===== src/rtl/core/ph160_pkg.sv =====
// shared types, constants and helper functions for the hash160 block
package ph160_pkg;

  // input transaction payload
  typedef struct packed {
    logic [63:0] key_word;
    logic [2:0]  word_index;
    logic        compressed;
  } ph160_in_t;

  // output transaction payload
  typedef struct packed {
    logic [31:0] digest_word;
    logic        digest_last;
  } ph160_out_t;

  // controller phases
  typedef enum logic [2:0] {
    S_IDLE,
    S_SHA_INIT,
    S_SHA_RUN,
    S_SHA_FIN,
    S_SHA_NEXT,
    S_RMD_RUN,
    S_RMD_FIN,
    S_OUT
  } ph160_state_t;

  // commands from controller to datapath
  typedef struct packed {
    logic       store;
    logic       sha_init;
    logic       sha_round;
    logic       sha_fin;
    logic       sha_next;
    logic       rmd_round;
    logic       rmd_fin;
    logic [6:0] rnd;
    logic [2:0] oidx;
  } ph160_cmd_t;

  localparam logic [2:0] LAST_KEY_WORD   = 3'd7;
  localparam logic [2:0] LAST_DIGEST_WORD = 3'd4;
  localparam logic [6:0] SHA_LAST_ROUND  = 7'd63;
  localparam logic [6:0] RMD_LAST_ROUND  = 7'd79;

  localparam logic [7:0]  PFX_UNCOMP   = 8'h04;
  localparam logic [7:0]  PFX_ODD      = 8'h03;
  localparam logic [7:0]  PFX_EVEN     = 8'h02;
  localparam logic [7:0]  PAD_BYTE     = 8'h80;
  localparam logic [63:0] LEN_UNCOMP   = 64'd520;
  localparam logic [63:0] LEN_COMP     = 64'd264;
  localparam logic [31:0] RMD_PAD_WORD = 32'h0000_0080;
  localparam logic [31:0] RMD_LEN_WORD = 32'h0000_0100;

  localparam logic [31:0] SHA_IV [8] = '{
    32'h6a09e667, 32'hbb67ae85, 32'h3c6ef372, 32'ha54ff53a,
    32'h510e527f, 32'h9b05688c, 32'h1f83d9ab, 32'h5be0cd19
  };

  localparam logic [31:0] SHA_K [64] = '{
    32'h428a2f98, 32'h71374491, 32'hb5c0fbcf, 32'he9b5dba5,
    32'h3956c25b, 32'h59f111f1, 32'h923f82a4, 32'hab1c5ed5,
    32'hd807aa98, 32'h12835b01, 32'h243185be, 32'h550c7dc3,
    32'h72be5d74, 32'h80deb1fe, 32'h9bdc06a7, 32'hc19bf174,
    32'he49b69c1, 32'hefbe4786, 32'h0fc19dc6, 32'h240ca1cc,
    32'h2de92c6f, 32'h4a7484aa, 32'h5cb0a9dc, 32'h76f988da,
    32'h983e5152, 32'ha831c66d, 32'hb00327c8, 32'hbf597fc7,
    32'hc6e00bf3, 32'hd5a79147, 32'h06ca6351, 32'h14292967,
    32'h27b70a85, 32'h2e1b2138, 32'h4d2c6dfc, 32'h53380d13,
    32'h650a7354, 32'h766a0abb, 32'h81c2c92e, 32'h92722c85,
    32'ha2bfe8a1, 32'ha81a664b, 32'hc24b8b70, 32'hc76c51a3,
    32'hd192e819, 32'hd6990624, 32'hf40e3585, 32'h106aa070,
    32'h19a4c116, 32'h1e376c08, 32'h2748774c, 32'h34b0bcb5,
    32'h391c0cb3, 32'h4ed8aa4a, 32'h5b9cca4f, 32'h682e6ff3,
    32'h748f82ee, 32'h78a5636f, 32'h84c87814, 32'h8cc70208,
    32'h90befffa, 32'ha4506ceb, 32'hbef9a3f7, 32'hc67178f2
  };

  localparam logic [31:0] RMD_IV [5] = '{
    32'h67452301, 32'hefcdab89, 32'h98badcfe, 32'h10325476, 32'hc3d2e1f0
  };
  localparam logic [31:0] RMD_KL [5] = '{
    32'h00000000, 32'h5a827999, 32'h6ed9eba1, 32'h8f1bbcdc, 32'ha953fd4e
  };
  localparam logic [31:0] RMD_KR [5] = '{
    32'h50a28be6, 32'h5c4dd124, 32'h6d703ef3, 32'h7a6d76e9, 32'h00000000
  };

  localparam int RMD_RL [80] = '{
    0,1,2,3,4,5,6,7,8,9,10,11,12,13,14,15, 7,4,13,1,10,6,15,3,12,0,9,5,2,14,11,8,
    3,10,14,4,9,15,8,1,2,7,0,6,13,11,5,12, 1,9,11,10,0,8,12,4,13,3,7,15,14,5,6,2,
    4,0,5,9,7,12,2,10,14,1,3,8,11,6,15,13
  };
  localparam int RMD_RR [80] = '{
    5,14,7,0,9,2,11,4,13,6,15,8,1,10,3,12, 6,11,3,7,0,13,5,10,14,15,8,12,4,9,1,2,
    15,5,1,3,7,14,6,9,11,8,12,2,10,0,4,13, 8,6,4,1,3,11,15,0,5,12,2,13,9,7,10,14,
    12,15,10,4,1,5,8,7,6,2,13,14,0,3,9,11
  };
  localparam int RMD_SL [80] = '{
    11,14,15,12,5,8,7,9,11,13,14,15,6,7,9,8, 7,6,8,13,11,9,7,15,7,12,15,9,11,7,13,12,
    11,13,6,7,14,9,13,15,14,8,13,6,5,12,7,5, 11,12,14,15,14,15,9,8,9,14,5,6,8,6,5,12,
    9,15,5,11,6,8,13,12,5,12,13,14,11,8,5,6
  };
  localparam int RMD_SR [80] = '{
    8,9,9,11,13,15,15,5,7,7,8,11,14,14,12,6, 9,13,15,7,12,8,9,11,7,7,12,7,6,15,13,11,
    9,7,15,11,8,6,6,14,12,13,5,14,13,13,7,5, 15,5,8,11,14,14,6,14,6,9,12,9,12,5,15,8,
    8,5,12,9,12,5,14,6,8,13,6,5,15,13,11,11
  };

  function automatic logic [31:0] rotr32(input logic [31:0] x, input logic [4:0] n);
    logic [63:0] d;
    d = {x, x} >> n;
    return d[31:0];
  endfunction

  function automatic logic [31:0] rotl32(input logic [31:0] x, input logic [4:0] n);
    logic [63:0] d;
    d = {x, x} << n;
    return d[63:32];
  endfunction

  function automatic logic [31:0] bswap32(input logic [31:0] x);
    return {x[7:0], x[15:8], x[23:16], x[31:24]};
  endfunction

  // ripemd boolean function of round group 0..4
  function automatic logic [31:0] rmd_f(input logic [2:0] g, input logic [31:0] x,
                                        input logic [31:0] y, input logic [31:0] z);
    logic [31:0] r;
    case (g)
      3'd0:    r = x ^ y ^ z;
      3'd1:    r = (x & y) | (~x & z);
      3'd2:    r = (x | ~y) ^ z;
      3'd3:    r = (x & z) | (y & ~z);
      default: r = x ^ (y | ~z);
    endcase
    return r;
  endfunction

endpackage


===== src/rtl/core/ph160_ctrl.sv =====
// controller state machine: sequences sha-256 blocks, ripemd-160 and output words
module ph160_ctrl (
  input  logic                  clk,
  input  logic                  rst_n,
  input  logic                  in_valid,
  input  logic [2:0]            in_index,
  input  logic                  in_compressed,
  output logic                  in_ready,
  output logic                  out_valid,
  input  logic                  out_ready,
  output ph160_pkg::ph160_cmd_t cmd
);
  import ph160_pkg::*;

  ph160_state_t state_r, state_nxt;
  logic [6:0]   rnd_r, rnd_nxt;
  logic         cmp_r, cmp_nxt;
  logic         blk_r, blk_nxt;
  logic [2:0]   oidx_r, oidx_nxt;
  logic         acc;

  assign acc = in_valid && in_ready;

  // next state and counters
  always_comb begin
    state_nxt = state_r;
    rnd_nxt   = rnd_r;
    cmp_nxt   = cmp_r;
    blk_nxt   = blk_r;
    oidx_nxt  = oidx_r;
    case (state_r)
      S_IDLE: begin
        if (in_valid && in_index == LAST_KEY_WORD) begin
          state_nxt = S_SHA_INIT;
          cmp_nxt   = in_compressed;
          blk_nxt   = 1'b0;
        end
      end
      S_SHA_INIT, S_SHA_NEXT: begin
        state_nxt = S_SHA_RUN;
        rnd_nxt   = '0;
      end
      S_SHA_RUN: begin
        if (rnd_r == SHA_LAST_ROUND) begin
          state_nxt = S_SHA_FIN;
          rnd_nxt   = '0;
        end else begin
          rnd_nxt = rnd_r + 7'd1;
        end
      end
      S_SHA_FIN: begin
        if (cmp_r || blk_r) begin
          state_nxt = S_RMD_RUN;
        end else begin
          state_nxt = S_SHA_NEXT;
          blk_nxt   = 1'b1;
        end
        rnd_nxt = '0;
      end
      S_RMD_RUN: begin
        if (rnd_r == RMD_LAST_ROUND) begin
          state_nxt = S_RMD_FIN;
          rnd_nxt   = '0;
        end else begin
          rnd_nxt = rnd_r + 7'd1;
        end
      end
      S_RMD_FIN: begin
        state_nxt = S_OUT;
        oidx_nxt  = '0;
      end
      S_OUT: begin
        if (out_ready) begin
          if (oidx_r == LAST_DIGEST_WORD) begin
            state_nxt = S_IDLE;
          end else begin
            oidx_nxt = oidx_r + 3'd1;
          end
        end
      end
      default: state_nxt = S_IDLE;
    endcase
  end

  // command outputs
  always_comb begin
    in_ready      = (state_r == S_IDLE) && rst_n;
    out_valid     = (state_r == S_OUT);
    cmd           = '0;
    cmd.store     = acc;
    cmd.sha_init  = (state_r == S_SHA_INIT);
    cmd.sha_round = (state_r == S_SHA_RUN);
    cmd.sha_fin   = (state_r == S_SHA_FIN);
    cmd.sha_next  = (state_r == S_SHA_NEXT);
    cmd.rmd_round = (state_r == S_RMD_RUN);
    cmd.rmd_fin   = (state_r == S_RMD_FIN);
    cmd.rnd       = rnd_r;
    cmd.oidx      = oidx_r;
  end

  // state registers
  always_ff @(posedge clk) begin
    if (!rst_n) begin
      state_r <= S_IDLE;
      rnd_r   <= '0;
      cmp_r   <= 1'b0;
      blk_r   <= 1'b0;
      oidx_r  <= '0;
    end else begin
      state_r <= state_nxt;
      rnd_r   <= rnd_nxt;
      cmp_r   <= cmp_nxt;
      blk_r   <= blk_nxt;
      oidx_r  <= oidx_nxt;
    end
  end

`ifndef SYNTHESIS
  a_last_word_starts: assert property (@(posedge clk) disable iff (!rst_n)
    (acc && in_index == LAST_KEY_WORD) |=> state_r == S_SHA_INIT)
    else $error("last key word did not start hashing");
  a_no_overlap: assert property (@(posedge clk) disable iff (!rst_n)
    !(out_valid && in_ready))
    else $error("input taken while digest pending");
  a_sha_round_range: assert property (@(posedge clk) disable iff (!rst_n)
    state_r == S_SHA_RUN |-> rnd_r <= SHA_LAST_ROUND)
    else $error("sha round counter out of range");
  a_out_idx_range: assert property (@(posedge clk) disable iff (!rst_n)
    state_r == S_OUT |-> oidx_r <= LAST_DIGEST_WORD)
    else $error("digest word index out of range");
  a_second_block_once: assert property (@(posedge clk) disable iff (!rst_n)
    state_r == S_SHA_NEXT |-> !cmp_r)
    else $error("second sha block for compressed key");
`endif
endmodule


===== config.mk =====
export PLATFORM = sky130hd
export DESIGN_NAME = ph160_ctrl
export DESIGN_NICKNAME = d
export VERILOG_FILES = /design/src/rtl/core/ph160_pkg.sv /design/src/rtl/core/ph160_ctrl.sv
export SDC_FILE = /design/constraint.sdc
export NUM_CORES = 1
export LEC_CHECK = 0
export ABC_AREA = 1
export BUFFER_PORTS_ARGS = -buffer_cell sky130_fd_sc_hd__buf_2
export CAP_MARGIN = 15
export CORE_MARGIN = 1
export CORE_UTILIZATION = 50
export CTS_CLUSTER_DIAMETER = 40
export DETAILED_ROUTE_END_ITERATION = 16
export GPL_TIMING_DRIVEN = 0
export PLACE_DENSITY_LB_ADDON = 0.15
export SLEW_MARGIN = 15
export SYNTH_ARGS = -nofsm -noshare
export SYNTH_HDL_FRONTEND = slang
export SYNTH_SLANG_ARGS = --single-unit

===== constraint.sdc =====
create_clock -name clk -period 3.6 [get_ports clk]
set_clock_uncertainty 0.15 [all_clocks]
set_input_delay 0.54 -clock clk [delete_from_list [all_inputs] [get_ports clk]]
set_output_delay 0.54 -clock clk [all_outputs]
set_load 0.05 [all_outputs]

==> out/metrics.yaml, run 1 <==
outcome: "completed"
grt_max_degree: 10
finish.utilization_pct: 65.5
slowest_stage: "dfxtp_1"
dr.pass1.iters: 4
multi_input_area_um2: 587
grt-ovfl-total: 0
hold_viol: 0
antenna_found_initial: 0
pwr_density_cell_mw_per_mm2: 818
synth-compound-area-share_pct: 10.6
synth_top_area_share_pct: 30.3
rows: 15
slowest_delay_ns: 0.47
die_h_um: 46.5
worst_ep_required_time_ns: 2.91
cts.sinks: 15
worst_pin_slew_ns: 0.285
min_period_ns: 2.22
seq_area_frac_synth_pct: 30.3
drc: 0
synth_fa_ha_area_share_pct: 3.78
cts_buffer_depth: 2
finalMaxSlewViolations: 0
worstSetupStartpointType: "register"
path_clk_slew_ns: 0.09
tns_ns: 0
r2r_setup_slack_ns: 1.99
start_util_pct: 55.1
ctsHoldBuffers: 0
post_cts_buffers: 0
numCtsBuffers: 3
vdd_drop_max_mv: 0.600
core_area_mm2: 0.00180
drv_cap: 0
synthSimpleGateAreaFrac_pct: 41.2
final_cell_mix: "buf_2, nor2_1, nand2_1, dfxtp_1, inv_1"
cts_resized: 0
synth_top_family_by_area: "simple AND/OR/NAND/NOR gates"
drive_gt1_share_pct: 33.7
post-route-period-util_pct: 61.5
final_common_cell: "buf_2"
synthXorXnorAreaFrac_pct: 3.53
synth_area_um2: 992
place_area_mm2: 0.00115
port_buffers: 26
regArea_um2: 300
crit_type: "reg -> out"
synthMuxAreaShare_pct: 0
synth_cells: 139
hold_class: "reg -> reg"
cp_top_family: "flip-flops"
wire_per_inst_um: 10.1
antenna_cells: 0
ys_ff_latch: 15
synth_area_leaders: "dfxtp_1, nor2_1, nand2_1, a21oi_1, inv_1"
crit_buf_inv: 2
drt_iter0_drc: 17
cts_root_buf: "clkbuf_4"
chipWidth_um: 46.5
syn_avg_cell_area_um2: 7.14
gr-usage-all-layers_pct: 21.4
max-slew-margin-rel_pct: 80.8
synth_top_cell_by_area: "dfxtp_1"
io_pins: 27
max_freq_mhz: 451
crit_path_max_fanout: 6
gp_congestion: 0.850
grt_pass1_vias: 801
rsz0062_at_grt: "no"
nFillCells: 177
path_cells: "nand2_1, nor2_1, buf_4, buf_2"
wl_um: 1960
vias_per_cell: 4.96
fin_nets: 181
ant_nets: 0
finalSetupViolations: 0
leakagePower_nw: 0.580
worstSkewPairLatency_ns: 0.27
cts_tree: "built"
yosys_warnings: 0
fin_area_mm2: 0.00118
die_area_mm2: 0.00217
place_hpwl_um: 1600
syn_nets: 150
yosys.cell_types.count: 27
endpoint_kind: "output port"
worstPathArrival_ns: 1.53
cts_htree_levels: 1
grt_first_pass_wirelength_um: 3320
synthToLayoutAreaGrowth_pct: 18.9
num_vias: 962
power.total_w: 0.000965
## cell families after synthesis
group	Yosys count
simple gates	76
buf+inv	22
compound gates	19
flops	15
xor+xnor	4
fa+ha+maj	3
## routing by layer
layer / wire [um] / up-vias / GRT usage [%]
met5: 0 / - / 0
met4: 15 / 0 / 7.06
met3: 78 / 2 / 4.71
met2: 883 / 28 / 33.1
met1: 979 / 429 / 28.9
li1: - / 503 / -
## sequential cells by signal (all words and copies together) (netlist names)
| signal | count |
|---|---|
| cmp_r | 1 |
| oidx_r | 3 |
| rnd_r | 7 |
| state_r | 3 |
| blk_r | 1 |
## tightest hold or removal path, cell delays in order, from the launching register on
cell and delay, ns:
dfxtp_1 0.32, o21ai_0 0.07, a21oi_1 0.06
## metrics by stage
| stage | setup WS, ns | hold WS [ns] | instances |
|---|---|---|---|
| floorplan | 1.64 | 0.300 | 139 |
| global placement | 1.49 | 0.315 | 190 |
| detailed placement | 1.50 | 0.319 | 190 |
| finish | 1.38 | 0.334 | 194 |
| global route | 1.25 | 0.360 | 194 |
| CTS | 1.39 | 0.332 | 194 |
## Yosys cell counts
master     n
ha_1       3
or2_0      1
buf_6      2
nor2_1    23
nand2_4    2
a21oi_1   11
nor2_8     1
nand2_2    8
nor3b_1    1
nor3b_2    1
nor3_2     1
o21ai_2    2
nor3_1     2
o21ai_1    2
nand4_1    2
nand2_1   20
buf_4      2
dfxtp_1   15
xor2_1     4
nand3b_1   2
nand3_1    7
a211oi_1   1
nor2_2     2
inv_2      4
o21ai_0    3
nor2_4     3
inv_1     14
## power breakdown
group / switching, W / internal, W
clock network: 0.0000510 / 0.0000429
logic: 0.000452 / 0.000203
registers: 0.0000218 / 0.000195
## layout make-up
cell class,instances,share of cell area [%]
flip-flops and latches,15,25.5
inverters,18,5.73
multi-input cells,102,49.7
clock buffers,4,2.23
well taps,25,2.65
repair buffers,26,11.0
plain buffers,4,3.18
## path summary, 6_finish.rpt
check                           from               endpoint  depth (start not counted)
min reg2reg       cmp_r$_SDFFE_PN0P_     cmp_r$_SDFFE_PN0P_                          2
min               cmp_r$_SDFFE_PN0P_     cmp_r$_SDFFE_PN0P_                          2
max          state_r[1]$_SDFFE_PN0P_                cmd[13]                          4
max reg2reg    rnd_r[1]$_SDFFE_PN0P_  rnd_r[4]$_SDFFE_PN0P_                          8
Note: power is estimated with default switching activity, not from simulation.
==> run 2, diff against run 1 <==
==> constraint.sdc (replaced) <==
create_clock -name clk -period 2.07 [get_ports clk]
set_clock_uncertainty 0.15 [all_clocks]
set_input_delay 0.3105 -clock clk [delete_from_list [all_inputs] [get_ports clk]]
set_output_delay 0.3105 -clock clk [all_outputs]
set_load 0.05 [all_outputs]
==> out/metrics.yaml, run 2 (synthesis results as in run 1) <==
dp_slack_ns: 0.409
largest_reg_flops: 7
finish.utilization_pct: 65.6
ctsHoldBuffers: 0
ant_nets: 0
path_clk_slew_ns: 0.09
crit_type: "reg -> out"
outcome: "completed"
reg_top3: "rnd_r (7), oidx_r (3), state_r (3)"
rsz0062_at_grt: "no"
r2r-end: "rnd_r[4]$_SDFFE_PN0P_"
worst_pin_slew_ns: 0.286
cts.sinks: 15
rr_worst_depth: 8
io_pins: 27
grt-ovfl-total: 0
antenna_found_initial: 0
drv_cap: 0
min_period_ns: 1.96
min_to: "cmp_r$_SDFFE_PN0P_"
r2r_setup_slack_ns: 0.46
final_common_cell: "buf_2"
final_cell_mix: "buf_2, nor2_1, nand2_1, inv_1, dfxtp_1"
max-slew-margin-rel_pct: 80.8
hold_class: "in -> reg"
grt_first_pass_wirelength_um: 3320
gp_congestion: 0.850
dr.pass1.iters: 4
wl_um: 1960
endpoint_kind: "output port"
chipWidth_um: 46.5
worstPathArrival_ns: 1.49
place_hpwl_um: 1600
cts_htree_levels: 1
worstSkewPairLatency_ns: 0.27
numCtsBuffers: 3
fin_nets: 181
die_area_mm2: 0.00217
start_util_pct: 55.1
worst_ep_required_time_ns: 1.61
regMostFlops: "rnd_r"
leakagePower_nw: 0.580
drive_gt1_share_pct: 34.3
num_vias: 958
fin_ws_ns: 0.115
grt_max_degree: 10
wire_per_inst_um: 10.1
cts_tree: "built"
antenna_cells: 0
port_buffers: 26
hold_depth: 3
grt_pass1_vias: 801
cts_buffer_depth: 2
worstSetupStartpointType: "register"
cts_root_buf: "clkbuf_4"
crit_path_max_fanout: 9
drt_iter0_drc: 17
post-route-period-util_pct: 94.5
die_h_um: 46.5
hold_viol: 0
pwr_density_cell_mw_per_mm2: 1420
vias_per_cell: 4.94
reg2reg_from: "rnd_r[1]$_SDFFE_PN0P_"
vdd_drop_max_mv: 1.05
gr-usage-all-layers_pct: 21.4
finalSetupViolations: 0
drc: 0
rows: 15
finalMaxSlewViolations: 0
min_from: "in_compressed"
tns_ns: 0
synthToLayoutAreaGrowth_pct: 19.0
nFillCells: 177
core_area_mm2: 0.00180
max_freq_mhz: 511
-- run 2: cell counts in the layout (fill, tap and decap cells not counted) --
No cell type changed its count.
-- run 2: cell type report --
cell class                      count  area (um2)  share of cell area, %
Buffer                              4        37.5                   3.18
Clock buffer                        4        26.3                   2.22
Inverter                           18        67.6                   5.72
Multi-Input combinational cell    102         587                   49.7
Sequential cell                    15         302                   25.5
Tap cell                           25        31.3                   2.65
Timing Repair Buffer               26         130                   11.0
-- run 2: stage by stage --
| step | instances | power [W] | area, um2 | hold slack, ns |
|---|---|---|---|---|
| detailed placement | 190 | 0.00152 | 1150 | 0.319 |
| global placement | 190 | 0.00149 | 1150 | 0.315 |
| global route | 194 | 0.00181 | 1180 | 0.173 |
| finish | 194 | 0.00168 | 1180 | 0.148 |
| CTS | 194 | 0.00168 | 1180 | 0.138 |
| floorplan | 139 | 0.00133 | 992 | 0.282 |
-- run 2: worst max-delay path by stage --
stage	startpoint	to	slack [ns]	cells past startpoint
2_1_floorplan	rnd_r[1]$_SDFFE_PN0P_	rnd_r[4]$_SDFFE_PN0P_	0.23	8
3_3_place_gp	state_r[1]$_SDFFE_PN0P_	cmd[13]	0.42	4
3_5_place_dp	state_r[1]$_SDFFE_PN0P_	cmd[13]	0.41	4
4_1_cts	state_r[1]$_SDFFE_PN0P_	cmd[13]	0.09	4
5_1_grt	state_r[0]$_SDFFE_PN0P_	cmd[13]	0.008	5
6_report	state_r[0]$_SDFFE_PN0P_	cmd[16]	0.11	6
-- run 2: per-layer routing --
metal | part of all wire [%] | wire [um] | global-route usage, % | up-vias
met1 | 51 | 990 | 28.9 | 429
met5 | 0 | 0 | 0 | -
li1 | - | - | - | 504
met4 | 0.77 | 15 | 7.06 | 0
met3 | 3.7 | 72 | 4.71 | 2
met2 | 45 | 879 | 33.1 | 23
-- run 2: power breakdown --
group / internal, W / total (W) / switching, W
combinational: 0.000353 / 0.00114 / 0.000786
sequential: 0.000341 / 0.000379 / 0.0000380
clock: 0.0000746 / 0.000163 / 0.0000886
total: 0.000769 / 0.00168 / 0.000913
-- run 2: repair_timing --
action                                  4_1_cts  5_1_grt
setup buffers                                 0        0
endpoints found under the setup margin        0        1
gates resized for setup                       0        1
endpoints found under the hold margin         0        0
-- run 2: worst max-delay path: stages, from the launching register on --
cell,delay (ns)
dfxtp_1,0.31
buf_6,0.14
nor2_8,0.12
nand2_4,0.08
nor3b_1,0.18
buf_4,0.13
buf_2,0.24
